## config.mk

```make
export PLATFORM = sky130hd
export DESIGN_NAME = sdus_store
export DESIGN_NICKNAME = d
export VERILOG_FILES = /design/src/sdus_pkg.sv /design/src/sdus_store.sv
export SDC_FILE = /design/constraint.sdc
export NUM_CORES = 2
export LEC_CHECK = 0
export ABC_CLOCK_PERIOD_IN_PS = 4470
export BUFFER_PORTS_ARGS = -buffer_cell sky130_fd_sc_hd__buf_2
export CORE_MARGIN = 2
export CORE_UTILIZATION = 45
export CTS_CLUSTER_SIZE = 16
export DETAILED_ROUTE_END_ITERATION = 16
export PLACE_DENSITY_LB_ADDON = 0.12
export SETUP_SLACK_MARGIN = 0.2
export SYNTH_ARGS = -nofsm -noshare
export SYNTH_HDL_FRONTEND = slang
export SYNTH_SLANG_ARGS = --single-unit
```

## constraint.sdc

```tcl
create_clock -name clock -period 4.47 [get_ports clock]
set_input_delay 0.6705 -clock clock [delete_from_list [all_inputs] [get_ports clock]]
set_output_delay 0.6705 -clock clock [all_outputs]
set_load 0.005 [all_outputs]
```

## src/sdus_pkg.sv

```systemverilog
// Shared types and constants of the SDO upload server with serial frame loader.
// Used by every module of the block; no dependencies of its own.

package sdus_pkg;

   // Serial frame layout
   localparam logic [7:0] MARK_HI        = 8'hAA;
   localparam logic [7:0] MARK_LO        = 8'h55;
   localparam logic [7:0] POS_START_HI   = 8'd0;
   localparam logic [7:0] POS_START_LO   = 8'd1;
   localparam logic [7:0] PAYLOAD_FIRST  = 8'd2;
   localparam logic [7:0] PAYLOAD_LAST   = 8'd153;
   localparam logic [7:0] POS_END_LO     = 8'd154;
   localparam logic [7:0] FRAME_LAST     = 8'd155;

   // Command field of an input beat
   localparam logic CMD_SERIAL = 1'b0;

   // SDO command specifiers
   localparam logic [7:0] CS_UPLOAD_REQ  = 8'h40;
   localparam logic [7:0] CS_EXPEDITED   = 8'h43;
   localparam logic [7:0] CS_SEGMENTED   = 8'h41;
   localparam logic [7:0] CS_SEG_REQ     = 8'h4E;
   localparam logic [7:0] CS_SEG_RSP     = 8'h4F;

   // Object dictionary
   localparam logic [15:0] SCALAR_BASE   = 16'h2000;
   localparam logic [15:0] SCALAR_COUNT  = 16'd6;
   localparam logic [15:0] ARRAY_BASE    = 16'h2010;
   localparam logic [15:0] ARRAY_COUNT   = 16'd4;
   localparam logic [31:0] ARRAY_LEN     = 32'd32;
   localparam logic [2:0]  ACTIVE_NONE   = 3'd0;
   localparam logic [2:0]  ACTIVE_MAX    = 3'd4;
   localparam logic [2:0]  SEG_MAX       = 3'd7;
   localparam logic [4:0]  SEG_LAST_FULL = 5'd25;

   // Sample store: 8-byte rows, two banks of 32 row slots (19 used)
   localparam int          ROW_W          = 5;
   localparam int          ADDR_W         = ROW_W + 1;
   localparam int          STORE_DEPTH    = 2 ** ADDR_W;
   localparam logic [4:0]  ROW_ARRAY_BASE = 5'd3;

   // CAN identifier
   localparam logic [10:0] CAN_ID_BASE   = 11'h580;
   localparam logic [6:0]  NODE_ID_RESET = 7'd1;

   // Result kinds
   localparam logic [1:0] KIND_CAN    = 2'd0;
   localparam logic [1:0] KIND_ACCEPT = 2'd1;
   localparam logic [1:0] KIND_REJECT = 2'd2;

   typedef struct packed {
      logic        cmd;
      logic [7:0]  serial_byte;
      logic [7:0]  req_cs;
      logic [15:0] req_index;
      logic [7:0]  req_sub;
   } req_type;

   typedef struct packed {
      logic [1:0]  result_kind;
      logic [10:0] can_id;
      logic [63:0] frame_data;
   } rsp_type;

   typedef enum logic [2:0] {
      OP_SCALAR,
      OP_ARRAY,
      OP_SEGMENT,
      OP_FRAME_OK,
      OP_FRAME_BAD
   } op_type;

   // Decoded beat held in the input register
   typedef struct packed {
      op_type      op;
      logic [15:0] index;
      logic [7:0]  sub;
      logic [2:0]  lane;
      logic [2:0]  seg_len;
      logic        data_ok;
   } s1_type;

   // Byte write into the sample store
   typedef struct packed {
      logic              en;
      logic [ADDR_W-1:0] addr;
      logic [2:0]        lane;
      logic [7:0]        data;
   } wr_type;

endpackage

```

## src/sdus_store.sv

```systemverilog
// Double-banked sample store: 8-byte rows, byte write port, two registered read ports.
// Depends on sdus_pkg.

module sdus_store import sdus_pkg::*; (
   input  logic              clock,
   input  wr_type            wr,
   input  logic              rd_en,
   input  logic [ADDR_W-1:0] rd_addr_a,
   input  logic [ADDR_W-1:0] rd_addr_b,
   output logic [63:0]       rd_data_a,
   output logic [63:0]       rd_data_b
);

   logic [63:0] mem_ff [STORE_DEPTH];
   logic [63:0] rd_a_ff;
   logic [63:0] rd_b_ff;

   always_ff @(posedge clock) begin
      if (wr.en) begin
         mem_ff[wr.addr][{wr.lane, 3'b000} +: 8] <= wr.data;
      end
   end

   always_ff @(posedge clock) begin
      if (rd_en) begin
         rd_a_ff <= mem_ff[rd_addr_a];
         rd_b_ff <= mem_ff[rd_addr_b];
      end
   end

   assign rd_data_a = rd_a_ff;
   assign rd_data_b = rd_b_ff;

endmodule

```

# Word level (Yosys, flattened, before mapping)

Memories as Yosys holds them, arrays and structs flattened. A register that Yosys moved wholly into a read port is not among the register bits.
Index checks and enable logic that the tools add are counted.
W data, S select, Z words.

Add/sub/neg operators: 1
$mul: 0
Divide/modulo/power cells: 0
Magnitude comparators: 0
Equality and inequality tests: 0
Shift-type cells: 2
Muxes and demuxes: 2
Bitwise logic cells: 0
Reduce and logical (&&, ||, !) cells: 0

Operator list:

| operator                 | count |
|---|---|
| $mux W64                 | 1 |
| $shift A8 B8 Y64 const A | 1 |
| $shiftx A8 B8 Y64        | 1 |
| $neg A6 Y8               | 1 |
| $mux W1                  | 1 |

Bits in registers: 0
Bits in latches: 0
RAM bits: 4,096
ROM bits: 0
Input bits: 32
Output and inout port bits: 128
Word-level logic and storage cells: 6
Memories: 1

Memories:

| memory | words | width | read ports | clocked after Yosys merged registers in | write ports | line             | RTL |
|---|---|---|---|---|---|---|---|
| mem_ff | 64    | 64    | 2          | 2                                       | 1           | sdus_store.sv:14 | `logic [63:0] mem_ff [STORE_DEPTH];` |

# Longest topological paths before layout

Word-level depth: 3
Gate-level depth with buffers: 9

# Worst setup path before layout

No wires, ideal clock.

Path type: input-to-reg
From: in wr[8] (netlist bit)
To: mem mem_ff[0][11], data pin
Setup time: 499 ps
Arrival: 3,280 ps
Required time: 3,971 ps
Path slack: 690 ps
Stages on the path: 6
Path buffers: 1
Path through: inv_1 ha_1 ha_1 clkbuf_1 nand3_1 nor2_1

Longest elaborated chain between the ends: 2

Ends and longest elaborated chain:

| item              | line             | RTL |
|---|---|---|
| start, declared   | sdus_store.sv:6  | `input wr_type wr,` |
| $neg A6 Y8        | sdus_store.sv:20 | `mem_ff[wr.addr][{wr.lane, 3'b000} +: 8] <= wr.data;` |
| $shiftx A8 B8 Y64 | sdus_store.sv:20 |  |
| end, declared     | sdus_store.sv:14 |  |

No other way between the ends.

# Worst setup path after layout

From: in wr[8] (netlist bit)
To: mem mem_ff[30][41] (enable)

Longest elaborated chain between the ends: 3

Ends and longest elaborated chain:

| item                           | line |
|---|---|
| $neg A6 Y8                     | sdus_store.sv:20 |
| $shift A8 B8 Y64               | sdus_store.sv:20 |
| $mux W64 (implied by the code) | sdus_store.sv:20 |

No other way between the ends.

==> qor.yml <==
placed_design:
  placed_area_um2: 206000
  place_inst: 15500
  hpwl_mm: 470
  globalplace.congestion: 0.916
  numPortBuffers: 159
drt:
  initialDrtViolationCount: 18400
  vias: 115000
  drc: 0
  antenna_left: 0
  viasPerCell: 7.01
  routed_wl_mm: 718
  drt_first_pass_iters: 10
  wl_per_cell_um: 43.7
worst_setup_path:
  r2r-start: "mem_ff[35][12]$_DFFE_PP_"
  worstSetupStartpointType: "primary input"
  cp_max_fo: 28
  end_kind: "register"
  critPathRequiredTime_ps: 5180
  cp.arrival_ps: 4220
  critical_path_class: "in2reg"
  cp-startpoint: "wr[8]"
sta:
  rsz0062_at_grt: "no"
  fin_crit_ps: 3500
  slew_viol_final: 0
  whs_ps: 484
  setup_viol: 0
  finalHoldViolCount: 0
  finalSetupTns_ps: 0
  worstMarginPinSlew_ps: 1380
  max_freq_mhz: 285
  finalCritPeriodShare: 0.784
  clock_skew_ps: 42.1
  slew_headroom: 0.0806
yosys:
  synth_top_family_by_area: "multiplexers"
  synth_ff_type: "edfxtp_1"
  synth.area.mux_share: 0.247
  synth_compound_area_frac: 0.0459
  yosys.area_share.adder: 0.000391
  avgSynthCellArea_um2: 20.2
  synth_top_area_frac: 0.661
  synth.distinct_cells: 36
  ys_seq_area_frac: 0.661
  async_reset_ff_frac: 0
  synth.area.top_cells: "edfxtp_1, mux4_2, a22oi_1"
  yosys-top-cells-count: "edfxtp_1, mux4_2, nor2_1, a22oi_1, buf_2"
  synth_area_leader_cell: "edfxtp_1"
  syn-num-nets: 9532
  ys_ff_latch: 4224
  synth_cells: 9494
  synth_xor_xnor_area_share: 0
  yosysMostFrequentCell: "edfxtp_1"
  synth-edff-count: 4224
  syn_area_um2: 192000
  yosysWarnings: 0
  synth_simple_gate_area_frac: 0.0259
clock_tree:
  ctsHoldBuffers: 0
  clock_path_buffers: 4
  post-cts-setup-buffer-count: 0
  clock_latency_ps: 1040
  cts-resized-gates: 0
  clkSinkCount: 4224
  cts-root-buf: "clkbuf_16"
  cts_tree: "done"
  cts_inserted_buffers: 449
  cts_max_level: 5
  path_clk_slew_ps: 60
power:
  clkPwrFrac: 0.439
  combPwrFrac: 0.064
  vdd_drop_max_mv: 0.360
  powerDensity_nw_per_um2: 397
  p_sw_mw: 20.2
  p_int_mw: 67.5
  power_mw: 87.8
  sequentialPowerShare: 0.497
  swShare: 0.230
  power.leakage_nw: 57.9
grt:
  grt_pass1_vias: 115000
  grt_pass1_wl_mm: 972
  grt_usage: 0.329
  grt_overflow: 0
  grt_max_degree: 95
  antenna_found_initial: 90
layout:
  fin_area_um2: 221000
  final_nets: 10300
  drive_gt1_frac: 0.376
  area_delta_synth_final_pct: 15.2
  layout.cells.non_filler: 16400
die:
  ios: 160
  rows: 239
  die_x_um: 657
  dieArea_um2: 431000
  core_area_um2: 424000
  die_y_um: 657
  initial_core_util: 0.452
min_path:
  hold_start: "rd_en"
  hp-class: "in2reg"
run:
  maxCapViolCount: 0
outcome:
  outcome: "finished clean"
-- cells by family (layout without fill, tap and decap cells) --
logic type	after synthesis	after routing
other	0	117
flip-flops	4224	4224
adder cells (fa/ha/maj)	6	6
buffers and inverters	803	1954
multiplexers	2179	2179
AO/OA/AOI/OAI	1150	1150
AND/OR/NAND/NOR	1132	1132
-- area by class of cell --
type | instances | area (um^2)
fillers | 33400 | 203000
flip-flops and latches | 4224 | 127000
multi-input cells | 4467 | 61800
clock buffers | 515 | 11600
repair buffers | 1125 | 9860
well taps | 5663 | 7090
clock inverters | 311 | 3350
diodes | 117 | 293
inverters | 3 | 11.3
-- metrics by stage --
| step | worst slack (ps) | utilization |
|---|---|---|
| finish | 965 | 0.521 |
| global route | 954 | 0.520 |
| CTS | 1200 | 0.520 |
| detailed placement | 126 | 0.485 |
| global placement | 45.4 | 0.485 |
| floorplan | 690 | - |
-- state kept, by name (all words and copies together) (netlist names) --
signal     cells
rd_data_a     64
rd_data_b     64
mem_ff      4096
-- worst max-delay path, stage by stage --
cell and delay (ps):
buf_2 240, inv_1 150, ha_1 260, ha_1 400, nor3b_1 880, nand2_2 760, buf_4 460, nor2_1 170
buf_4 210
-- worst paths after layout --
path                               to  depth (start not counted)  slack, ps
max          mem_ff[30][41]$_DFFE_PP_                          9        970
min reg2reg   rd_data_a[35]$_DFFE_PP_                          4        960
min           rd_data_a[50]$_DFFE_PP_                          1        480
max reg2reg   rd_data_b[12]$_DFFE_PP_                          4       2130
-- layer usage --
metal  GRT usage  part of all wire  vias up
met2       0.499              0.46     8298
met3      0.0892              0.12     1650
met1       0.427              0.35    61800
li1            -                 -    43300
met4       0.200             0.066       40
met5     0.00355           0.00044        -
-- placed cells by master, fill, tap and decap left out, drive strengths merged --
cell type | synthesis | final
clkinv | 0 | 211
nor2b | 10 | 10
buf | 487 | 1124
nand2 | 87 | 87
o221a | 1 | 1
a221oi | 3 | 3
mux2i | 132 | 132
clkinvlp | 0 | 21
o221ai | 128 | 128
nand3 | 240 | 240
nor4b | 2 | 2
nand3b | 27 | 27
and3 | 3 | 3
clkbuf | 313 | 516
and2 | 46 | 46
a22oi | 512 | 512
or2 | 6 | 6
nor4 | 1 | 1
or3b | 7 | 7
edfxtp | 4224 | 4224
o22ai | 253 | 253
diode | 0 | 117
nor2 | 675 | 675
ha | 6 | 6
bufinv | 0 | 64
o211a | 128 | 128
nor3 | 3 | 3
or3 | 4 | 4
nand2b | 10 | 10
and3b | 4 | 4
nor3b | 7 | 7
inv | 3 | 18
mux4 | 2047 | 2047
a211oi | 125 | 125
-- power groups by stage --
| stage | clock [mW] | sequential (mW) | combinational (mW) |
|---|---|---|---|
| floorplan | 0 | 44.4 | 2.82 |
| global placement | 0 | 44.4 | 5.48 |
| detailed placement | 0 | 44.4 | 5.52 |
| CTS | 38.9 | 43.6 | 5.53 |
| global route | 40.4 | 43.6 | 5.70 |
| finish | 38.6 | 43.6 | 5.62 |
Note: power is estimated with default switching activity, not from simulation.
