### src/sdus_pkg.sv
// Shared types and constants of the SDO upload server with serial frame loader.
// Used by every module of the block; no dependencies of its own.

package sdus_pkg;

   // Serial frame layout
   localparam logic [7:0] MARK_HI        = 8'hAA;
   localparam logic [7:0] MARK_LO        = 8'h55;
   localparam logic [7:0] POS_START_HI   = 8'd0;
   localparam logic [7:0] POS_START_LO   = 8'd1;
   localparam logic [7:0] PAYLOAD_FIRST  = 8'd2;
   localparam logic [7:0] PAYLOAD_LAST   = 8'd153;
   localparam logic [7:0] POS_END_LO     = 8'd154;
   localparam logic [7:0] FRAME_LAST     = 8'd155;

   // Command field of an input beat
   localparam logic CMD_SERIAL = 1'b0;

   // SDO command specifiers
   localparam logic [7:0] CS_UPLOAD_REQ  = 8'h40;
   localparam logic [7:0] CS_EXPEDITED   = 8'h43;
   localparam logic [7:0] CS_SEGMENTED   = 8'h41;
   localparam logic [7:0] CS_SEG_REQ     = 8'h4E;
   localparam logic [7:0] CS_SEG_RSP     = 8'h4F;

   // Object dictionary
   localparam logic [15:0] SCALAR_BASE   = 16'h2000;
   localparam logic [15:0] SCALAR_COUNT  = 16'd6;
   localparam logic [15:0] ARRAY_BASE    = 16'h2010;
   localparam logic [15:0] ARRAY_COUNT   = 16'd4;
   localparam logic [31:0] ARRAY_LEN     = 32'd32;
   localparam logic [2:0]  ACTIVE_NONE   = 3'd0;
   localparam logic [2:0]  ACTIVE_MAX    = 3'd4;
   localparam logic [2:0]  SEG_MAX       = 3'd7;
   localparam logic [4:0]  SEG_LAST_FULL = 5'd25;

   // Sample store: 8-byte rows, two banks of 32 row slots (19 used)
   localparam int          ROW_W          = 5;
   localparam int          ADDR_W         = ROW_W + 1;
   localparam int          STORE_DEPTH    = 2 ** ADDR_W;
   localparam logic [4:0]  ROW_ARRAY_BASE = 5'd3;

   // CAN identifier
   localparam logic [10:0] CAN_ID_BASE   = 11'h580;
   localparam logic [6:0]  NODE_ID_RESET = 7'd1;

   // Result kinds
   localparam logic [1:0] KIND_CAN    = 2'd0;
   localparam logic [1:0] KIND_ACCEPT = 2'd1;
   localparam logic [1:0] KIND_REJECT = 2'd2;

   typedef struct packed {
      logic        cmd;
      logic [7:0]  serial_byte;
      logic [7:0]  req_cs;
      logic [15:0] req_index;
      logic [7:0]  req_sub;
   } req_type;

   typedef struct packed {
      logic [1:0]  result_kind;
      logic [10:0] can_id;
      logic [63:0] frame_data;
   } rsp_type;

   typedef enum logic [2:0] {
      OP_SCALAR,
      OP_ARRAY,
      OP_SEGMENT,
      OP_FRAME_OK,
      OP_FRAME_BAD
   } op_type;

   // Decoded beat held in the input register
   typedef struct packed {
      op_type      op;
      logic [15:0] index;
      logic [7:0]  sub;
      logic [2:0]  lane;
      logic [2:0]  seg_len;
      logic        data_ok;
   } s1_type;

   // Byte write into the sample store
   typedef struct packed {
      logic              en;
      logic [ADDR_W-1:0] addr;
      logic [2:0]        lane;
      logic [7:0]        data;
   } wr_type;

endpackage

### src/sdus_format.sv
// Result stage: builds the response frame from the input register and store read data,
// holds the node id register and the output register. Depends on sdus_pkg.

module sdus_format import sdus_pkg::*; (
   input  logic        clock,
   input  logic        reset,
   input  logic        s1_valid,
   input  s1_type      s1_info,
   input  logic [63:0] rd_data_a,
   input  logic [63:0] rd_data_b,
   input  logic        csr_write,
   input  logic [6:0]  csr_wdata,
   output logic        s2_free,
   output logic        rsp_valid,
   input  logic        rsp_stall,
   output rsp_type     rsp_data
);

   logic [6:0]   node_id_ff;
   logic         rsp_valid_ff, rsp_valid_in;
   rsp_type      rsp_ff, rsp_in;

   logic [127:0] pair;
   logic [127:0] shifted;
   logic [55:0]  win;
   logic [55:0]  seg_bytes;
   logic [31:0]  head;
   logic [10:0]  can_id;

   always_ff @(posedge clock) begin
      if (reset) begin
         node_id_ff   <= NODE_ID_RESET;
         rsp_valid_ff <= 1'b0;
      end else begin
         if (csr_write) begin
            node_id_ff <= csr_wdata;
         end
         rsp_valid_ff <= rsp_valid_in;
      end
   end

   always_ff @(posedge clock) begin
      if (s2_free) begin
         rsp_ff <= rsp_in;
      end
   end

   always_comb begin
      s2_free      = !rsp_valid_ff || !rsp_stall;
      rsp_valid_in = s2_free ? s1_valid : rsp_valid_ff;

      pair    = {rd_data_b, rd_data_a};
      shifted = pair >> {s1_info.lane, 3'b000};
      // store never committed: reads as zero
      win     = s1_info.data_ok ? shifted[55:0] : 56'd0;
      for (int i = 0; i < 7; i++) begin
         seg_bytes[8*i +: 8] = (3'(i) < s1_info.seg_len) ? win[8*i +: 8] : 8'h00;
      end

      head   = {s1_info.sub, s1_info.index[15:8], s1_info.index[7:0], 8'h00};
      can_id = CAN_ID_BASE + 11'(node_id_ff);
      rsp_in = '0;

      case (s1_info.op)
         OP_SCALAR: begin
            rsp_in.result_kind = KIND_CAN;
            rsp_in.can_id      = can_id;
            rsp_in.frame_data  = {win[31:0], head[31:8], CS_EXPEDITED};
         end
         OP_ARRAY: begin
            rsp_in.result_kind = KIND_CAN;
            rsp_in.can_id      = can_id;
            rsp_in.frame_data  = {ARRAY_LEN, head[31:8], CS_SEGMENTED};
         end
         OP_SEGMENT: begin
            rsp_in.result_kind = KIND_CAN;
            rsp_in.can_id      = can_id;
            rsp_in.frame_data  = {seg_bytes, CS_SEG_RSP};
         end
         OP_FRAME_OK: begin
            rsp_in.result_kind = KIND_ACCEPT;
         end
         default: begin
            rsp_in.result_kind = KIND_REJECT;
         end
      endcase
   end

   assign rsp_valid = rsp_valid_ff;
   assign rsp_data  = rsp_ff;

`ifndef SYNTHESIS
   assert property (@(posedge clock) disable iff (reset)
      (rsp_valid && rsp_data.result_kind != KIND_CAN) |->
      (rsp_data.can_id == 11'd0 && rsp_data.frame_data == 64'd0))
      else $error("frame status beat carries CAN payload");
   assert property (@(posedge clock) disable iff (reset)
      (rsp_valid && rsp_data.result_kind == KIND_CAN) |->
      (rsp_data.can_id == CAN_ID_BASE + 11'(node_id_ff)))
      else $error("response identifier does not match node id");
   assert property (@(posedge clock) disable iff (reset)
      rsp_valid |-> (rsp_data.result_kind == KIND_CAN || rsp_data.result_kind == KIND_ACCEPT
                     || rsp_data.result_kind == KIND_REJECT))
      else $error("undefined result kind");
`endif

endmodule
### config.mk
export PLATFORM = sky130hd
export DESIGN_NAME = sdus_format
export DESIGN_NICKNAME = d
export VERILOG_FILES = /design/src/sdus_pkg.sv /design/src/sdus_format.sv
export SDC_FILE = /design/constraint.sdc
export NUM_CORES = 1
export LEC_CHECK = 0
export ABC_AREA = 1
export BUFFER_PORTS_ARGS = -buffer_cell sky130_fd_sc_hd__buf_2
export CORE_ASPECT_RATIO = 0.5
export CORE_MARGIN = 2
export CORE_UTILIZATION = 50
export CTS_BUF_LIST = sky130_fd_sc_hd__clkbuf_8
export DETAILED_ROUTE_END_ITERATION = 6
export GPL_TIMING_DRIVEN = 0
export PLACE_DENSITY_LB_ADDON = 0.1
export SYNTH_ARGS = -nofsm -noshare
export SYNTH_HDL_FRONTEND = slang
export SYNTH_SLANG_ARGS = --single-unit
### constraint.sdc
create_clock -name clock -period 3.1 [get_ports clock]
set_input_delay 0.62 -clock clock [delete_from_list [all_inputs] [get_ports clock]]
set_output_delay 0.62 -clock clock [all_outputs]
set_load 0.005 [all_outputs]
# Word-level counts from Yosys, hierarchy flattened
# Index checks and enable logic that the tools add are counted.
classes:
  add_sub_neg: 1
  magnitude_cmp: 7
  n_eq_ne: 3
  shift: 1
  muxes: 10
  n_reduce_logical: 5
ops:
  columns: ["op", "n"]
  rows:
  - ["$pmux 75 s3", 1]
  - ["$shr 128x6->56", 1]
  - ["$mux 56", 1]
  - ["$mux 8", 7]
  - ["$add 11x7->11 const A", 1]
  - ["$lt 3x3->1 const A", 3]
  - ["$eq 3x2->1 const B", 2]
  - ["$lt 1x3->1 const A", 2]
  - ["$lt 2x3->1 const A", 2]
  - ["$pmux 2 s2", 1]
  - ["$eq 3x1->1 const B", 1]
  - ["$logic_not 3->1", 1]
  - ["$reduce_or 3->1", 1]
  - ["$logic_not 1->1", 2]
  - ["$logic_or 1x1->1", 1]
word_totals:
  reg_bits: 85
  output_inout_bits: 79
  elab_cells: 32

# Logic depth before layout (Yosys ltp)
depth:
  word_depth: 4
  depth_mapped: 10

# Worst setup path after synthesis
# OpenSTA, ideal clock, no wires.
synth_path:
  kind: "input -> output"
  from: "input port rsp_stall"
  to: "output port s2_free"
  arrival_time_ns: 2.108
  t_required_ns: 2.480
  path_slack_ns: 0.372
  path_stages: 1
  n_path_buf: 0
  cell_sequence: "nand2_1"
synth_between:
  elab_chain_len: 2
synth_rtl:
  columns: ["element", "line", "text"]
  rows:
  - ["start: declaration", "sdus_format.sv:15", "input logic rsp_stall,"]
  - ["$logic_not 1->1", "sdus_format.sv:49", "s2_free = !rsp_valid_ff || !rsp_stall;"]
  - ["$logic_or 1x1->1", "sdus_format.sv:49", null]
  - ["end: declaration", "sdus_format.sv:13", "output logic s2_free,"]
# No other way between the ends.

# Worst setup path in the final report
# Same ends and word-level chain as after synthesis.

==> flow_summary.json <==
{
  "htree_num_levels": 3,
  "critical_path_class": "in -> out",
  "ios": 253,
  "start_util_pct": 51.3,
  "clockRootBuffer": "clkbuf_8",
  "via_per_inst": 6.19,
  "relSlewSlack_pct": 39.1,
  "drc": 0,
  "synth_top_family_by_area": "simple AND/OR/NAND/NOR gates",
  "grt_usage_pct": 41.9,
  "synth-warning-count": 0,
  "grt_overflow": 0,
  "die_h_um": 81.9,
  "cts_resized": 0,
  "mostFrequentLayoutCell": "nand2_1",
  "p_sw_share_pct": 35.8,
  "dp_worst_setup_slack_ns": 0.703,
  "ant_nets": 0,
  "synth_compound_area_share_pct": 8.47,
  "core_area_sq_mm": 0.0118,
  "areaGrowthSynthToFinish_pct": 25.5,
  "synth_cells": 930,
  "ff_latch_area_sq_mm": 0.00220,
  "first_pass_iters": 6,
  "clock_tree.buffer_depth": 2,
  "clock_skew_ns": 0.00818,
  "max_clock_freq_ghz": 0.441,
  "mostFrequentLayoutCells": "nand2_1, nand3_1, buf_2",
  "finalHoldViolCount": 0,
  "p_total_mw": 2.80,
  "n_antenna_cell": 0,
  "post_cts.repair.setup_buffers": 0,
  "combinationalPowerShare_pct": 31.7,
  "ys_types": 27,
  "status": "finished clean",
  "gp_congestion": 1.14,
  "grt_pass1_wl_um": 40700,
  "nets": 1347,
  "synth_xor_area_share_pct": 0,
  "synth_simple_gate_area_share_pct": 46.8,
  "finalMaxSlewViolations": 0,
  "seq_power_share_pct": 43.5,
  "rsz0062_at_grt": "no",
  "fin_crit_sh_pct": 73.2,
  "grt_start_max_net_pins": 71,
  "clkPwrFrac_pct": 24.8,
  "cts_tree": "done",
  "powerDensity_mw_per_mm2": 368,
  "finalNonFillerCells": 1343,
  "drt_iter0_markers": 1068,
  "num_vias": 8307,
  "dp_hpwl_um": 22000,
  "antenna_found_initial": 0,
  "p_int_mw": 1.80,
  "place_inst": 1327,
  "n_fill_cell": 1072,
  "post_drt_wl_per_cell_um": 21.1,
  "cp-start-kind": "input pin",
  "syn_area_per_cell_sq_um": 6.53,
  "path_clk_slew_ns": 0.08,
  "numCtsBuffers": 9,
  "muxShareOfSynthArea_pct": 0,
  "synthAdderAreaFrac_pct": 0,
  "multi_input_area_sq_mm": 0.00338,
  "leakagePower_nw": 4.08,
  "drive_gt1_share_pct": 25.3,
  "cts_hold_buf": 0,
  "vdd_drop_max_mv": 0.261,
  "die_x_um": 160,
  "hold_class": "in -> reg",
  "cts.sinks": 76,
  "finalWirelength_um": 28400,
  "finalSetupViolCount": 0,
  "cp-end-kind": "output port",
  "tightest_slew_ns": 0.913,
  "fin_ws_ns": 0.830,
  "cp_max_fo": 70,
  "tns_ns": 0,
  "drv_cap": 0,
  "worstPathArrival_ns": 1.65,
  "min_period_ns": 2.27,
  "yosys_register_bits": 76,
  "clkLatencyLatePin_ns": 0.35,
  "fp.dieArea_sq_mm": 0.0131,
  "port_buffers": 229,
  "p_sw_mw": 1.00,
  "grt_pass1_vias": 7517,
  "netlist_area_sq_mm": 0.00607,
  "critPathRequiredTime_ns": 2.48,
  "rows": 28,
  "yosysSeqAreaShare_pct": 36.3
}
power groups by stage:
stage / registers (mW) / logic (mW) / clock network, mW
2_1_floorplan: 1.25 / 0.432 / 0
3_3_place_gp: 1.24 / 0.821 / 0
3_5_place_dp: 1.24 / 0.834 / 0
4_1_cts: 1.22 / 0.840 / 0.684
5_1_grt: 1.23 / 0.939 / 0.714
6_report: 1.22 / 0.890 / 0.695
per-stage QoR:
stage               hold slack, ns  cell area, sq um  util (%)
floorplan                    0.429              6080         -
finish                       0.461              7620      64.3
global placement             0.446              7430      62.8
global route                 0.453              7620      64.3
CTS                          0.459              7620      64.3
detailed placement           0.455              7440      62.8
cells in the mapped netlist:
master	count	area [sq um]
o21ai_0	33	165
o21ai_1	20	100
buf_6	2	22.5
a31oi_1	1	6.26
nor2_8	1	20.0
nor2_2	1	6.26
edfxtp_1	68	2040
a21oi_1	18	90.1
o211ai_1	17	128
inv_1	27	101
inv_2	3	11.3
nor3_4	1	16.3
dfxtp_1	8	160
nor3_1	1	5.00
clkinv_1	1	3.75
clkbuf_1	26	97.6
buf_4	15	113
nor2_1	38	143
a21oi_4	1	16.3
buf_1	9	33.8
nand2_4	2	22.5
a21oi_2	1	8.76
nand2_1	344	1290
conb_1	1	3.75
nand3_1	265	1330
nor2_4	1	11.3
buf_2	25	125
area by class of cell:
class / instances / share of cell area [%]
multi-input cells: 749 / 44.3
plain buffers: 77 / 5.14
repair buffers: 229 / 15.0
clock inverters: 6 / 0.542
inverters: 31 / 1.53
well taps: 165 / 2.71
flip-flops and latches: 76 / 28.9
clock buffers: 10 / 1.81
flip-flops by register name, summed over array words and instances, names as in the netlist:
register and flops:
rsp_valid 1, node_id_ff 7, rsp_data 68
per-layer routing:
metal / share of wire, % / GRT usage [%] / vias to the layer above
met5: 0 / 0 / -
met4: 3.8 / 16.0 / 0
met3: 16 / 14.7 / 122
met2: 42 / 65.7 / 774
met1: 38 / 53.9 / 3783
li1: - / - / 3628
worst max-delay path, stage by stage:
cell and delay, ns:
buf_2 0.11, nand2_4 0.64, buf_2 0.26
final timing paths:
path / to / slack [ns] / depth (start not counted) / start
worst max-delay path: s2_free / 0.83 / 3 / rsp_stall
worst min register to register: node_id_ff[0] / 0.47 / 2 / node_id_ff[0]
worst max register to register: rsp_data[62] / 1.69 / 1 / rsp_valid
worst min-delay path: rsp_valid / 0.46 / 2 / reset
logic make-up (layout without fill, tap and decap cells):
logic type / Yosys count / after routing
AOI/OAI and AO/OA: 91 / 91
buffers and inverters: 108 / 353
DFF: 76 / 76
other: 1 / 4
and+or+nand+nor: 654 / 654
(Power assumes the default switching activity.)
