## src/sdus_pkg.sv

```systemverilog
// Shared types and constants of the SDO upload server with serial frame loader.
// Used by every module of the block; no dependencies of its own.

package sdus_pkg;

   // Serial frame layout
   localparam logic [7:0] MARK_HI        = 8'hAA;
   localparam logic [7:0] MARK_LO        = 8'h55;
   localparam logic [7:0] POS_START_HI   = 8'd0;
   localparam logic [7:0] POS_START_LO   = 8'd1;
   localparam logic [7:0] PAYLOAD_FIRST  = 8'd2;
   localparam logic [7:0] PAYLOAD_LAST   = 8'd153;
   localparam logic [7:0] POS_END_LO     = 8'd154;
   localparam logic [7:0] FRAME_LAST     = 8'd155;

   // Command field of an input beat
   localparam logic CMD_SERIAL = 1'b0;

   // SDO command specifiers
   localparam logic [7:0] CS_UPLOAD_REQ  = 8'h40;
   localparam logic [7:0] CS_EXPEDITED   = 8'h43;
   localparam logic [7:0] CS_SEGMENTED   = 8'h41;
   localparam logic [7:0] CS_SEG_REQ     = 8'h4E;
   localparam logic [7:0] CS_SEG_RSP     = 8'h4F;

   // Object dictionary
   localparam logic [15:0] SCALAR_BASE   = 16'h2000;
   localparam logic [15:0] SCALAR_COUNT  = 16'd6;
   localparam logic [15:0] ARRAY_BASE    = 16'h2010;
   localparam logic [15:0] ARRAY_COUNT   = 16'd4;
   localparam logic [31:0] ARRAY_LEN     = 32'd32;
   localparam logic [2:0]  ACTIVE_NONE   = 3'd0;
   localparam logic [2:0]  ACTIVE_MAX    = 3'd4;
   localparam logic [2:0]  SEG_MAX       = 3'd7;
   localparam logic [4:0]  SEG_LAST_FULL = 5'd25;

   // Sample store: 8-byte rows, two banks of 32 row slots (19 used)
   localparam int          ROW_W          = 5;
   localparam int          ADDR_W         = ROW_W + 1;
   localparam int          STORE_DEPTH    = 2 ** ADDR_W;
   localparam logic [4:0]  ROW_ARRAY_BASE = 5'd3;

   // CAN identifier
   localparam logic [10:0] CAN_ID_BASE   = 11'h580;
   localparam logic [6:0]  NODE_ID_RESET = 7'd1;

   // Result kinds
   localparam logic [1:0] KIND_CAN    = 2'd0;
   localparam logic [1:0] KIND_ACCEPT = 2'd1;
   localparam logic [1:0] KIND_REJECT = 2'd2;

   typedef struct packed {
      logic        cmd;
      logic [7:0]  serial_byte;
      logic [7:0]  req_cs;
      logic [15:0] req_index;
      logic [7:0]  req_sub;
   } req_type;

   typedef struct packed {
      logic [1:0]  result_kind;
      logic [10:0] can_id;
      logic [63:0] frame_data;
   } rsp_type;

   typedef enum logic [2:0] {
      OP_SCALAR,
      OP_ARRAY,
      OP_SEGMENT,
      OP_FRAME_OK,
      OP_FRAME_BAD
   } op_type;

   // Decoded beat held in the input register
   typedef struct packed {
      op_type      op;
      logic [15:0] index;
      logic [7:0]  sub;
      logic [2:0]  lane;
      logic [2:0]  seg_len;
      logic        data_ok;
   } s1_type;

   // Byte write into the sample store
   typedef struct packed {
      logic              en;
      logic [ADDR_W-1:0] addr;
      logic [2:0]        lane;
      logic [7:0]        data;
   } wr_type;

endpackage

```

## src/sdus_front.sv

```systemverilog
// Input stage: frame loader state, SDO request decode, store addressing, input register.
// Depends on sdus_pkg.

module sdus_front import sdus_pkg::*; (
   input  logic              clock,
   input  logic              reset,
   input  logic              req_valid,
   output logic              req_stall,
   input  req_type           req_data,
   input  logic              s2_free,
   output logic              s1_valid,
   output s1_type            s1_info,
   output wr_type            wr,
   output logic              rd_en,
   output logic [ADDR_W-1:0] rd_addr_a,
   output logic [ADDR_W-1:0] rd_addr_b
);

   logic [7:0]  byte_position_ff, byte_position_in;
   logic        good_ff, good_in;
   logic        bank_ff, bank_in;
   logic        store_valid_ff, store_valid_in;
   logic [4:0]  seg_off_ff, seg_off_in;
   logic [2:0]  active_ff, active_in;
   logic        s1_valid_ff, s1_valid_in;
   s1_type      s1_ff, s1_in;

   logic        s1_load;
   logic        accept;
   logic [7:0]  pay_pos;
   logic [15:0] sc_off;
   logic [15:0] ar_off;
   logic [1:0]  arr_k;
   logic [4:0]  seg_tail;
   logic [2:0]  seg_len;
   logic [4:0]  row_a;
   logic        is_last;
   logic        frame_ok;

   always_ff @(posedge clock) begin
      if (reset) begin
         byte_position_ff <= '0;
         good_ff          <= 1'b0;
         bank_ff          <= 1'b0;
         store_valid_ff   <= 1'b0;
         seg_off_ff       <= '0;
         active_ff        <= ACTIVE_NONE;
         s1_valid_ff      <= 1'b0;
      end else begin
         byte_position_ff <= byte_position_in;
         good_ff          <= good_in;
         bank_ff          <= bank_in;
         store_valid_ff   <= store_valid_in;
         seg_off_ff       <= seg_off_in;
         active_ff        <= active_in;
         s1_valid_ff      <= s1_valid_in;
      end
   end

   always_ff @(posedge clock) begin
      s1_ff <= s1_in;
   end

   always_comb begin
      s1_load = !s1_valid_ff || s2_free;
      accept  = req_valid && s1_load;

      byte_position_in = byte_position_ff;
      good_in          = good_ff;
      bank_in          = bank_ff;
      store_valid_in   = store_valid_ff;
      seg_off_in       = seg_off_ff;
      active_in        = active_ff;
      s1_valid_in      = s1_load ? 1'b0 : s1_valid_ff;
      s1_in            = s1_ff;
      wr               = '0;

      pay_pos  = byte_position_ff - PAYLOAD_FIRST;
      sc_off   = req_data.req_index - SCALAR_BASE;
      ar_off   = req_data.req_index - ARRAY_BASE;
      arr_k    = 2'(active_ff - 3'd1);
      seg_tail = 5'd0 - seg_off_ff;
      seg_len  = (seg_off_ff > SEG_LAST_FULL) ? seg_tail[2:0] : SEG_MAX;
      row_a    = ROW_ARRAY_BASE + {1'b0, arr_k, 2'b00} + {3'b000, seg_off_ff[4:3]};
      is_last  = byte_position_ff >= FRAME_LAST;
      frame_ok = good_ff && (req_data.serial_byte == MARK_HI);

      if (accept) begin
         s1_in.index   = req_data.req_index;
         s1_in.sub     = req_data.req_sub;
         s1_in.data_ok = store_valid_ff;
         s1_in.lane    = '0;
         s1_in.seg_len = '0;
         s1_in.op      = OP_FRAME_BAD;
         if (req_data.cmd == CMD_SERIAL) begin
            if (byte_position_ff == POS_START_HI) begin
               good_in = req_data.serial_byte == MARK_HI;
            end else if (byte_position_ff == POS_START_LO ||
                         byte_position_ff == POS_END_LO) begin
               good_in = good_ff && (req_data.serial_byte == MARK_LO);
            end
            // payload goes to the bank not being served
            if (byte_position_ff >= PAYLOAD_FIRST && byte_position_ff <= PAYLOAD_LAST) begin
               wr.en   = 1'b1;
               wr.addr = {~bank_ff, pay_pos[7:3]};
               wr.lane = pay_pos[2:0];
               wr.data = req_data.serial_byte;
            end
            if (is_last) begin
               byte_position_in = '0;
               s1_valid_in      = 1'b1;
               s1_in.op         = frame_ok ? OP_FRAME_OK : OP_FRAME_BAD;
               if (frame_ok) begin
                  // commit: swap banks
                  bank_in        = ~bank_ff;
                  store_valid_in = 1'b1;
               end
            end else begin
               byte_position_in = byte_position_ff + 8'd1;
            end
         end else if (req_data.req_cs == CS_UPLOAD_REQ) begin
            if (sc_off < SCALAR_COUNT) begin
               row_a       = {3'b000, sc_off[2:1]};
               s1_valid_in = 1'b1;
               s1_in.op    = OP_SCALAR;
               s1_in.lane  = {sc_off[0], 2'b00};
            end else if (ar_off < ARRAY_COUNT) begin
               active_in   = 3'(ar_off[1:0]) + 3'd1;
               s1_valid_in = 1'b1;
               s1_in.op    = OP_ARRAY;
            end
         end else if (req_data.req_cs == CS_SEG_REQ &&
                      active_ff != ACTIVE_NONE && active_ff <= ACTIVE_MAX) begin
            s1_valid_in   = 1'b1;
            s1_in.op      = OP_SEGMENT;
            s1_in.lane    = seg_off_ff[2:0];
            s1_in.seg_len = seg_len;
            // short segment ends the transfer
            seg_off_in    = (seg_len != SEG_MAX) ? 5'd0 : seg_off_ff + 5'(SEG_MAX);
         end
      end

      rd_en     = s1_load;
      rd_addr_a = {bank_ff, row_a};
      rd_addr_b = {bank_ff, row_a + 5'd1};
   end

   assign req_stall = !s1_load;
   assign s1_valid  = s1_valid_ff;
   assign s1_info   = s1_ff;

`ifndef SYNTHESIS
   assert property (@(posedge clock) disable iff (reset) byte_position_ff <= FRAME_LAST)
      else $error("byte position ran past the end of the frame");
   assert property (@(posedge clock) disable iff (reset) active_ff <= ACTIVE_MAX)
      else $error("selected array out of range");
   assert property (@(posedge clock) disable iff (reset) req_stall |-> s1_valid_ff)
      else $error("stall raised with an empty input register");
   assert property (@(posedge clock) disable iff (reset)
      (req_valid && !req_stall && req_data.cmd == CMD_SERIAL && byte_position_ff >= FRAME_LAST
       && good_ff && req_data.serial_byte == MARK_HI) |=> (bank_ff != $past(bank_ff)))
      else $error("good frame did not swap banks");
`endif

endmodule

```

## config.mk

```make
export PLATFORM = sky130hd
export DESIGN_NAME = sdus_front
export DESIGN_NICKNAME = d
export VERILOG_FILES = /design/src/sdus_pkg.sv /design/src/sdus_front.sv
export SDC_FILE = /design/constraint.sdc
export NUM_CORES = 1
export LEC_CHECK = 0
export ABC_AREA = 1
export BUFFER_PORTS_ARGS = -buffer_cell sky130_fd_sc_hd__buf_2
export CAP_MARGIN = 25
export CELL_PAD_IN_SITES_DETAIL_PLACEMENT = 0
export CELL_PAD_IN_SITES_GLOBAL_PLACEMENT = 1
export CORE_ASPECT_RATIO = 1.5
export CORE_UTILIZATION = 39
export DETAILED_ROUTE_END_ITERATION = 6
export GPL_ROUTABILITY_DRIVEN = 1
export PLACE_DENSITY_LB_ADDON = 0.1
export RECOVER_POWER = 100
export SYNTH_ARGS = -nofsm -noshare
export SYNTH_HDL_FRONTEND = slang
export SYNTH_SLANG_ARGS = --single-unit
```

## constraint.sdc

```tcl
create_clock -name clock -period 5.5 [get_ports clock]
set_input_delay 0.55 -clock clock [delete_from_list [all_inputs] [get_ports clock]]
set_output_delay 0.55 -clock clock [all_outputs]
set_load 0.02 [all_outputs]
```

Yosys cells after proc, flatten, opt, wreduce, memory -nomap -nowiden
Index checks and enable logic that the tools add are counted.

Register bits: 54. Bits of input ports: 45. Output and inout bits: 67. Word-level logic and storage cells: 92.

Add/subtract/negate cells: 11. Magnitude comparators: 7. Equality and inequality tests: 7. Mux-type cells: 30. Bitwise logic cells: 5. Reduce and logical (&&, ||, !) cells: 19.

Operators by type and width (number): 18-bit two-way mux (3); 16-bit by 3-bit < comparator with 1-bit output, second input constant (2); 16-bit by 14-bit subtractor with 16-bit output, second input constant (2); 3-bit two-way mux (10); 5-bit two-way mux (5); 8-bit by 7-bit == test with 1-bit output, second input constant (3); 8-bit == test, second input constant (2); 1-bit two-way mux (10); 8-bit by 1-bit adder with 8-bit output, second input constant (1); 8-bit by 1-bit == test with 1-bit output, second input constant (1); 8-bit by 2-bit greater-or-equal comparator with 1-bit output, second input constant (1); 8-bit greater-or-equal comparator, second input constant (1); 8-bit <= comparator, second input constant (1); 8-bit zero test (1); 8-bit two-way mux (1); 4-bit AND reduction (2); 8-bit by 2-bit subtractor with 8-bit output, second input constant (1); 1-bit logical AND (6); 6-bit two-way mux (1); 2-bit by 4-bit adder with 5-bit output, first input constant (1); 5-bit by 1-bit adder with 5-bit output, second input constant (1); 5-bit by 2-bit adder with 5-bit output (1); 5-bit by 3-bit adder with 5-bit output, second input constant (1); 5-bit greater-than comparator, second input constant (1); other kinds (14) (20).

Logic depth before layout (Yosys ltp)
Gate-level depths: netlist of run 1.

Depth in word-level cells: 8. Gate-level depth with buffers: 16. Gate-level depth less buffers: 16.

Worst setup path before layout of run 1
Ideal clock, no wire load.

Path type: input -> output. Start point: input req_data[22] (netlist name). End point: output rd_addr_b[4]. Arrival: 2.969 ns. Required time: 4.950 ns. Path slack: 1.981 ns. Cell stages on the path: 13. Path buffers: 0. Cells stage by stage: inv_1 -> ha_1 -> nand3_1 -> nor2_1 -> nand2_1 -> nor2_1 -> nand2_1 -> o21ai_0 -> inv_1 -> ha_1 -> nand2_1 -> nor2_1 -> xor2_1.

Word-level cells in the longest chain between the ends: 7.

RTL lines: start, declared (line sdus_front.sv:9) `input req_type req_data,`; 16-bit by 14-bit subtractor with 16-bit output (line sdus_front.sv:79) `sc_off = req_data.req_index - SCALAR_BASE;`; 16-bit by 3-bit < comparator with 1-bit output (line sdus_front.sv:122) `if (sc_off < SCALAR_COUNT) begin`; 5-bit two-way mux (line sdus_front.sv:122); 5-bit two-way mux (line sdus_front.sv:121) `end else if (req_data.req_cs == CS_UPLOAD_REQ) begin`; 5-bit two-way mux (line sdus_front.sv:95) `if (req_data.cmd == CMD_SERIAL) begin`; 5-bit two-way mux (line sdus_front.sv:88) `if (accept) begin`; net rd_addr_a[0] (line sdus_front.sv:15) `output logic [ADDR_W-1:0] rd_addr_a,`; 5-bit by 1-bit adder with 5-bit output (line sdus_front.sv:145) `rd_addr_b = {bank_ff, row_a + 5'd1};`; end, declared (line sdus_front.sv:16) `output logic [ADDR_W-1:0] rd_addr_b`.

The timed path passes the listed nets, and every way through them passes these cells.

==> flow_metrics.env, run 1 <==
export IMPL_critPathCaptureType="output pin"
export IMPL_layout_commonest_cell="clkbuf_1"
export IMPL_yosysUniqueCellTypes=32
export IMPL_min_period_ns=3.76
export IMPL_io_buffers=111
export IMPL_synth_yosys_seq_area_share_pct=46.1
export IMPL_cp_start_kind="flop"
export IMPL_firstDrtPassIters=4
export IMPL_clock_path_buffers=2
export IMPL_finalSetupViolations=0
export IMPL_die_h_um=111
export IMPL_nNetsFinal=537
export IMPL_viasPerCell=4.60
export IMPL_maxSlewViolCount=0
export IMPL_synth_top_cell_area_share_pct=33.1
export IMPL_maxCapViolations=0
export IMPL_crit_buf_inv=4
export IMPL_power_density_nw_per_um2=238
export IMPL_fmax_ghz=0.266
export IMPL_ios=112
export IMPL_synthToLayoutAreaGrowth_pct=23.1
export IMPL_slowest_delay_ns=1.07
export IMPL_synth_area_top_cells="edfxtp_1, dfxtp_1, inv_1"
export IMPL_critPathMostFrequentCell="nor2_1"
export IMPL_cp_top_family="simple AND/OR/NAND/NOR gates"
export IMPL_hold_violations=0
export IMPL_routed_wl_um=6690
export IMPL_instances_no_fill=578
export IMPL_hp_class="in -> reg"
export IMPL_die_x_um=74.6
export IMPL_pre_cts_slack_ns=2.32
export IMPL_cts_hold_fix_buffers=0
export IMPL_wl_per_cell_um=11.6
export IMPL_crit_type="reg -> out"
export IMPL_setup_ws_ns=1.74
export IMPL_yosys_area_top_type="edfxtp_1"
export IMPL_start_util_pct=40.5
export IMPL_final_layout_size_suffix_gt1_share_pct=14.3
export IMPL_crit_path_top_delay_cell="nor2_1"
export IMPL_status="finished, final reports clean"
export IMPL_track_usage_pct=17.6
export IMPL_power_leakage_nw=1.62
export IMPL_grt_pass1_vias=2579
export IMPL_cts_resized_gates=0
export IMPL_place_congestion=0.769
export IMPL_worst_pin_slew_ns=1.44
export IMPL_synth_area_per_cell_um2=8.52
export IMPL_grt_max_degree=27
export IMPL_synth_seq_cells=54
export IMPL_dieArea_um2=8270
export IMPL_rows=39
export IMPL_crit_chain="inv_1, nor2_1, nor2_1, buf_16, nand2_1, nor3_4, inv_1, nor2_1, clkbuf_1"
export IMPL_critical_path_required_ns=4.95
export IMPL_grt_pass1_wl_um=11400
export IMPL_syn_nets=424
export IMPL_slew_headroom_pct=3.36
export IMPL_worstSkewPairLatency_ns=0.29
export IMPL_coreArea_um2=7610
export IMPL_ir_drop_mv=0.119
export IMPL_clk_pin_slew_worst_paths_ns=0.07
export IMPL_antennaDiodeCount=0
export IMPL_ys_warn_count=0
export IMPL_cts_tree="done"
export IMPL_antenna_found_initial=0
export IMPL_skew_ns=0.00522
export IMPL_finalSetupTns_ns=0
export IMPL_clock_sinks=54
export IMPL_syn_inst=362
export IMPL_layout_common_cells="clkbuf_1, inv_1, nor2_1, nand2_1, edfxtp_1"
export IMPL_path_max_fanout=26
export IMPL_drtAntennaViolNets=0
export IMPL_root_buffer="clkbuf_16"
export IMPL_fin_hold_ws_ns=0.432
export IMPL_grt_setup_unrepaired="false"
export IMPL_syn_cell_area_um2=3080
export IMPL_drc=0
export IMPL_min_period_over_period_pct=68.3
export IMPL_hpwl_um=5400
export IMPL_vias=2656
export IMPL_cp_data_arrival_time_ns=3.21
export IMPL_dp_cells=570
export IMPL_numCtsBuffers=5
export IMPL_postCtsSetupBuffers=0
export IMPL_drt_iter0_markers=101
export IMPL_grt_overflow=0
export IMPL_cts_max_level=2
==> worst paths after layout <==
kind,start,endpoint,slack (ns),depth (start not counted)
hold reg to reg,active_ff[1]$_SDFFE_PP0P_,active_ff[1]$_SDFFE_PP0P_,0.46,2
setup / recovery,s1_valid$_SDFF_PP0_,wr[5],1.74,9
hold / removal,req_data[2],s1_info[9]$_DFFE_PP_,0.43,1
setup reg to reg,s1_valid$_SDFF_PP0_,byte_position_ff[5]$_SDFFE_PP0P_,2.58,7
==> sequential cells by signal, indices dropped and copies added, names as in the netlist <==
register          count
s1_info              34
byte_position_ff      8
seg_off_ff            5
active_ff             3
bank_ff               1
good_ff               1
s1_valid              1
store_valid_ff        1
==> layout make-up <==
type                       instances  area, µm²
clock buffer                       5        125
tap                              102        128
sequential                        54       1420
inverter                          61        229
clock inverter                     3       43.8
fill                             832       3820
multi-input combinational        241       1370
timing repair buffer             112        484
==> cells in the mapped netlist <==
master and count:
nor3_4 1, nand2_1 53, nor3b_1 4, nor2_2 11, nand4_1 6, o21a_1 1
ha_1 17, or2_2 2, o211ai_1 1, edfxtp_1 34, xnor2_1 5, dfxtp_1 20
buf_6 2, a21oi_1 12, o21ai_1 1, inv_1 58, nand3_1 28, buf_2 1
nand2_2 2, and2_4 1, o21bai_1 1, nor3_1 7, inv_2 3, a31oi_1 1
nor3_2 2, nor4_1 1, nand2_4 2, nor2_4 7, xor2_1 9, o21ai_0 14
buf_4 3, nor2_1 52
==> where the power goes <==
group | internal, mW | switching, mW
sequential | 0.447 | 0.00486
clock | 0.216 | 0.141
combinational | 0.0305 | 0.0653
total | 0.693 | 0.211
==> stage by stage <==
stage	power, mW	area (µm²)	util (%)
after floorplan	0.519	3080	-
after global placement	0.561	3720	48.8
after detailed placement	0.565	3740	49.2
after CTS	0.921	3910	51.4
after global routing	0.940	3800	49.9
final	0.904	3800	49.9
==> worst register-to-register path: stages, from the launching register on <==
cell and delay [ns]:
dfxtp_1 0.33, inv_1 0.05, nor2_1 0.04, nor2_1 1.07, buf_16 0.26, nand2_1 0.16
o21ai_0 0.74, nor3b_1 0.12
==> kinds of logic after synthesis <==
family	after synthesis	synth area share, %
AOI/OAI and AO/OA	31	5.32
xor gates and xnor gates	14	3.98
adders and majority gates	17	6.90
buffers and inverters	67	9.05
DFF	54	46.1
and+or+nand+nor	179	28.7
==> routing by layer <==
layer	GRT usage, %	vias up	part of all wire (%)
met5	0	-	0
met4	6.67	0	1.8
met3	2.55	9	4.5
met2	33.0	72	54
met1	18.7	1186	40
li1	-	1389	-
No activity file was read; power rests on OpenSTA's default activity.
==> inputs of run 2 (changes only) <==
Settings changed: ABC_AREA 1 to 0, CORE_UTILIZATION 39 to 36.
Clock period 5.5 ns to 3.5 ns, I/O delays scaled along.
==> run 2 against run 1 <==
Compared with the run above: the run now ends with capacitance limit, slew limit left; largest cell class unchanged; critical path type is now in -> out; setup slack got worse by 1.4 ns; clock skew barely moved; clock-buffer cell count rose by 1; first-iteration DRC count fell by 32%; sequential share of layout area rose by 2.4 points; final area fell by 6.1%; critical endpoint is now rd_addr_b[4].
==> flow_metrics.env, run 2 <==
export IMPL_status="finished with violations"
export IMPL_failed_checks="capacitance limit, slew limit"
export IMPL_crit_type="in -> out"
export IMPL_nFillCells=813
export IMPL_clk_pin_slew_worst_paths_ns=0.07
export IMPL_yosys_most_used_dff="edfxtp_1"
export IMPL_fmax_ghz=0.321
export IMPL_p_comb_share_pct=9.8
export IMPL_firstDrtPassIters=4
export IMPL_antenna_found_initial=0
export IMPL_critPathCaptureType="output pin"
export IMPL_synth_top_cell_area_share_pct=35.8
export IMPL_slowest_delay_ns=0.42
export IMPL_instances_no_fill=490
export IMPL_r2r_start="active_ff[0]$_SDFFE_PP0P_"
export IMPL_die_x_um=74.7
export IMPL_hp_class="in -> reg"
export IMPL_cp_data_arrival_time_ns=2.76
export IMPL_maxCapViolations=1
export IMPL_power_leakage_nw=1.40
export IMPL_synth_area_per_cell_um2=10.3
export IMPL_synthToLayoutAreaGrowth_pct=25.0
export IMPL_synth_yosys_seq_area_share_pct=49.8
export IMPL_ys_async_sr_fraction_pct=0
export IMPL_numCtsBuffers=5
export IMPL_synth_edf_count=34
export IMPL_synth_common_cells="edfxtp_1, nor2_1, dfxtp_1, ha_1"
export IMPL_p_seq_share_pct=51.7
export IMPL_io_buffers=111
export IMPL_min_period_ns=3.11
export IMPL_cp_top_family="simple AND/OR/NAND/NOR gates"
export IMPL_yosysUniqueCellTypes=49
export IMPL_grt_max_degree=35
export IMPL_crit_chain="clkbuf_1, inv_1, ha_1, xnor2_1, nand4b_1, nor4_4, mux2_1, ha_1, a21boi_0, o21bai_1, a21oi_1, buf_2"
export IMPL_ys_warn_count=0
export IMPL_viasPerCell=4.87
export IMPL_path_max_fanout=4
export IMPL_final_util_pct=46.5
export IMPL_coreArea_um2=7660
export IMPL_min_period_over_period_pct=89.0
export IMPL_worstSkewPairLatency_ns=0.28
export IMPL_grt_setup_unrepaired="false"
export IMPL_hpwl_um=5230
export IMPL_critPathMostFrequentCell="ha_1"
export IMPL_grt_pass1_vias=2182
export IMPL_slew_headroom_pct=-20.9
export IMPL_synth_area_top_cells="edfxtp_1, dfxtp_1, ha_1"
export IMPL_root_buffer="clkbuf_16"
export IMPL_power_density_nw_per_um2=390
export IMPL_dieArea_um2=8290
export IMPL_cts_resized_gates=0
export IMPL_postCtsSetupBuffers=0
export IMPL_vias=2385
export IMPL_drc=0
export IMPL_antennaDiodeCount=0
export IMPL_crit_buf_inv=3
export IMPL_cts_tree="done"
export IMPL_finalSetupViolations=0
export IMPL_layout_commonest_cell="clkbuf_1"
export IMPL_ff2ff_path_depth=7
export IMPL_layout_common_cells="clkbuf_1, buf_2, edfxtp_1, nor2_1, dfxtp_1"
export IMPL_p_int_mw=1.09
export IMPL_place_congestion=0.914
export IMPL_crit_path_top_delay_cell="mux2_1"
export IMPL_nNetsFinal=449
export IMPL_clock_path_buffers=2
export IMPL_cts_max_level=2
export IMPL_skew_ns=0.00483
export IMPL_start_util_pct=37.2
export IMPL_clock_sinks=54
export IMPL_final_layout_size_suffix_gt1_share_pct=12.6
export IMPL_cp_start_kind="input port"
export IMPL_ir_drop_mv=0.228
export IMPL_rows=39
export IMPL_synth_most_common_cell="edfxtp_1"
export IMPL_grt_overflow=0
export IMPL_whs_endpoint="s1_info[14]$_DFFE_PP_"
export IMPL_wl_per_cell_um=13.5
export IMPL_power_switching_mw=0.303
export IMPL_finalSetupTns_ns=0
export IMPL_worst_pin_slew_ns=1.81
export IMPL_yosys_area_top_type="edfxtp_1"
export IMPL_track_usage_pct=16.1
export IMPL_holdPathStages=1
export IMPL_ios=112
export IMPL_syn_cell_area_um2=2850
export IMPL_cts_hold_fix_buffers=0
export IMPL_maxSlewViolCount=35
export IMPL_drt_iter0_markers=69
export IMPL_hp_start="req_data[7]"
export IMPL_hold_violations=0
export IMPL_drtAntennaViolNets=0
export IMPL_syn_inst=277
export IMPL_clock_power_share_pct=38.5
export IMPL_p_sw_share_pct=21.8
export IMPL_routed_wl_um=6600
export IMPL_grt_pass1_wl_um=10300
export IMPL_synth_seq_cells=54
export IMPL_die_h_um=111
export IMPL_dp_cells=482
export IMPL_critical_path_required_ns=3.15
export IMPL_reg2reg_setup_slack_ns=0.96
export IMPL_reg2reg_to="seg_off_ff[4]$_SDFFE_PP0P_"
export IMPL_largest_reg_flops=34
export IMPL_syn_nets=339
==> run 2: changes by cell type after synthesis, sizes merged, moves of 8 or more <==
cell / delta
nand3: -19
and2: +10
inv: -42
nand2: -46
clkbuf: +8
nor2: -39
==> run 2: area by class of cell <==
type	count	area (µm²)	area share, %
inverters	19	71.3	2.00
clock inverters	2	33.8	0.947
flip-flops and latches	54	1420	39.9
clock buffers	6	129	3.61
repair buffers	114	479	13.4
multi-input cells	193	1300	36.6
well taps	102	128	3.58
==> run 2: kinds of logic after synthesis <==
kind of cell	count (synthesis)	synth area share, %
compound gates	40	8.33
xor+xnor	18	5.53
fa+ha+maj	17	7.46
buf+inv	30	4.25
flops	54	49.8
mux	6	2.15
simple gates	112	22.5
==> run 2: worst max-delay path by stage <==
stage                       from      endpoint  cells past startpoint
finish              req_data[21]  rd_addr_b[4]                     12
global route        req_data[21]  rd_addr_b[4]                     12
CTS                 req_data[21]  rd_addr_b[4]                     12
detailed placement  req_data[15]  rd_addr_b[4]                     10
global placement    req_data[15]  rd_addr_b[4]                     10
floorplan           req_data[24]  rd_addr_b[4]                      9
==> run 2: per-stage QoR <==
stage	setup WS, ns	instance area, µm²	hold WS [ns]	power, mW
2_1_floorplan	0.317	2850	0.408	0.809
3_3_place_gp	0.482	3510	0.413	0.878
3_5_place_dp	0.436	3510	0.423	0.879
4_1_cts	0.423	3670	0.232	1.41
5_1_grt	0.134	3570	0.221	1.45
6_report	0.385	3570	0.236	1.39
==> run 2: layer usage <==
layer / up-vias / global-route usage (%) / routed length (µm)
met5: - / 0 / 0
met4: 0 / 4.65 / 99
met3: 10 / 3.00 / 336
met2: 68 / 30.5 / 3590
met1: 1104 / 17.2 / 2580
li1: 1203 / - / -
==> run 2: power by group through the flow <==
| stage | Clock, mW | Sequential [mW] | Combinational [mW] |
|---|---|---|---|
| floorplan | 0 | 0.768 | 0.0415 |
| global route | 0.578 | 0.722 | 0.152 |
| CTS | 0.547 | 0.716 | 0.149 |
| global placement | 0 | 0.729 | 0.149 |
| finish | 0.535 | 0.718 | 0.137 |
| detailed placement | 0 | 0.730 | 0.149 |
==> inputs of run 3 (changes only) <==
Settings changed: ABC_AREA 0 to 1, GPL_TIMING_DRIVEN set to 0.
==> run 3 against run 2 <==
Compared with the run above: the flow now finishes without violations; sequential cell count unchanged; die area rose by 7.9%; combinational power up 11%; core utilization shrank 0.65 points; maximum frequency increased by 4.4%; global-route usage grew 0.11 points; register-to-register slack better by 0.24 ns; power fell by 1.1%; clock power decreased by 4.1%; sequential power fell by 1%.
==> flow_metrics.env, run 3 (synthesis gave the netlist of run 1 again) <==
export IMPL_clock_path_buffers=2
export IMPL_ff2ff_path_depth=7
export IMPL_vias=2672
export IMPL_p_sw_share_pct=24.5
export IMPL_holdPathStages=1
export IMPL_fin_hold_ws_ns=0.228
export IMPL_fmax_ghz=0.335
export IMPL_viasPerCell=4.54
export IMPL_instances_no_fill=588
export IMPL_ir_drop_mv=0.174
export IMPL_min_period_over_period_pct=85.3
export IMPL_largest_reg_flops=34
export IMPL_antennaDiodeCount=0
export IMPL_finalSetupViolations=0
export IMPL_rows=41
export IMPL_p_total_mw=1.37
export IMPL_dieArea_um2=8950
export IMPL_root_buffer="clkbuf_16"
export IMPL_place_congestion=0.853
export IMPL_nNetsFinal=542
export IMPL_finalSetupTns_ns=0
export IMPL_final_layout_size_suffix_gt1_share_pct=17.7
export IMPL_hpwl_um=5720
export IMPL_skew_ns=0.00541
export IMPL_crit_type="reg -> out"
export IMPL_postCtsSetupBuffers=0
export IMPL_power_density_nw_per_um2=358
export IMPL_drc=0
export IMPL_critPathCaptureType="output pin"
export IMPL_p_comb_share_pct=11.1
export IMPL_drtAntennaViolNets=0
export IMPL_critical_path_required_ns=3.15
export IMPL_slew_headroom_pct=40.1
export IMPL_final_util_pct=45.9
export IMPL_path_max_fanout=22
export IMPL_reg2reg_setup_slack_ns=1.20
export IMPL_track_usage_pct=16.2
export IMPL_cp_data_arrival_time_ns=2.63
export IMPL_r2r_start="s1_valid$_SDFF_PP0_"
export IMPL_die_x_um=77.6
export IMPL_wl_per_cell_um=11.9
export IMPL_hold_violations=0
export IMPL_grt_pass1_wl_um=11400
export IMPL_min_period_ns=2.98
export IMPL_p_seq_share_pct=51.6
export IMPL_layout_common_cells="clkbuf_1, inv_1, nor2_1, nand2_1, buf_2"
export IMPL_cp_start_kind="flop"
export IMPL_cts_hold_fix_buffers=0
export IMPL_clock_power_share_pct=37.3
export IMPL_antenna_found_initial=0
export IMPL_status="finished, final reports clean"
export IMPL_maxCapViolations=0
export IMPL_worst_pin_slew_ns=0.889
export IMPL_io_buffers=110
export IMPL_cts_resized_gates=0
export IMPL_worstSkewPairLatency_ns=0.29
export IMPL_synthToLayoutAreaGrowth_pct=24.5
export IMPL_dp_cells=580
export IMPL_grt_pass1_vias=2583
export IMPL_power_leakage_nw=1.68
export IMPL_grt_overflow=0
export IMPL_grt_max_degree=23
export IMPL_maxSlewViolCount=0
export IMPL_p_int_mw=1.04
export IMPL_clock_sinks=54
export IMPL_coreArea_um2=8360
export IMPL_die_h_um=115
export IMPL_reg2reg_to="byte_position_ff[5]$_SDFFE_PP0P_"
export IMPL_hp_class="in -> reg"
export IMPL_routed_wl_um=7020
export IMPL_whs_endpoint="s1_info[8]$_DFFE_PP_"
export IMPL_start_util_pct=36.9
export IMPL_layout_commonest_cell="clkbuf_1"
export IMPL_hp_start="req_data[1]"
export IMPL_numCtsBuffers=5
export IMPL_grt_setup_unrepaired="false"
export IMPL_ios=112
export IMPL_clk_pin_slew_worst_paths_ns=0.07
export IMPL_power_switching_mw=0.336
export IMPL_cts_max_level=2
export IMPL_cts_tree="done"
export IMPL_firstDrtPassIters=4
export IMPL_drt_iter0_markers=34
## run 3: worst max-delay path: stages (launching register included)
cell      delay (ns)
dfxtp_1         0.33
inv_1           0.05
nor2_1          0.06
nor2_4          0.49
buf_16          0.24
nand2_1         0.13
nor3_1          0.24
inv_1           0.17
clkbuf_2        0.31
nor2_2          0.14
buf_2           0.17
## run 3: layout make-up
type                            count  area (µm²)
Clock buffer                        6         139
Clock inverter                      2        16.3
Buffer                              6        43.8
Tap cell                          107         134
Timing Repair Buffer              111         495
Fill cell                         908        4520
Sequential cell                    54        1420
Inverter                           61         229
Multi-Input combinational cell    241        1360
## run 3: power groups by stage
stage | sequential, mW | combinational (mW) | clock [mW]
2_1_floorplan | 0.752 | 0.0633 | 0
3_3_place_gp | 0.723 | 0.158 | 0
3_5_place_dp | 0.723 | 0.165 | 0
4_1_cts | 0.709 | 0.166 | 0.532
5_1_grt | 0.711 | 0.171 | 0.550
6_report | 0.709 | 0.152 | 0.513
## run 3: through the flow
stage | worst slack (ns) | instance area, µm²
3_3_place_gp | 0.658 | 3770
2_1_floorplan | 0.381 | 3080
3_5_place_dp | 0.697 | 3790
4_1_cts | 0.695 | 3950
6_report | 0.516 | 3840
5_1_grt | 0.247 | 3840
## run 3: how the worst max path moves through the flow
stage                   startpoint           end  slack (ns)  depth (start not counted)
2_1_floorplan         req_data[22]  rd_addr_b[4]        0.38                         13
3_3_place_gp             req_valid         wr[7]        0.66                          9
3_5_place_dp          req_data[21]  rd_addr_b[4]        0.70                         15
4_1_cts               req_data[21]  rd_addr_b[4]        0.70                         15
5_1_grt        s1_valid$_SDFF_PP0_        wr[13]        0.25                         10
6_report       s1_valid$_SDFF_PP0_        wr[14]        0.52                         10
## run 3: routing by layer
layer  vias up  wire length (µm)  global-route usage (%)
li1       1390                 -                       -
met1      1190              2810                    15.9
met2        83              3720                    32.9
met3         9               360                    2.78
met4         0               124                    6.29
met5         -                 0                       0
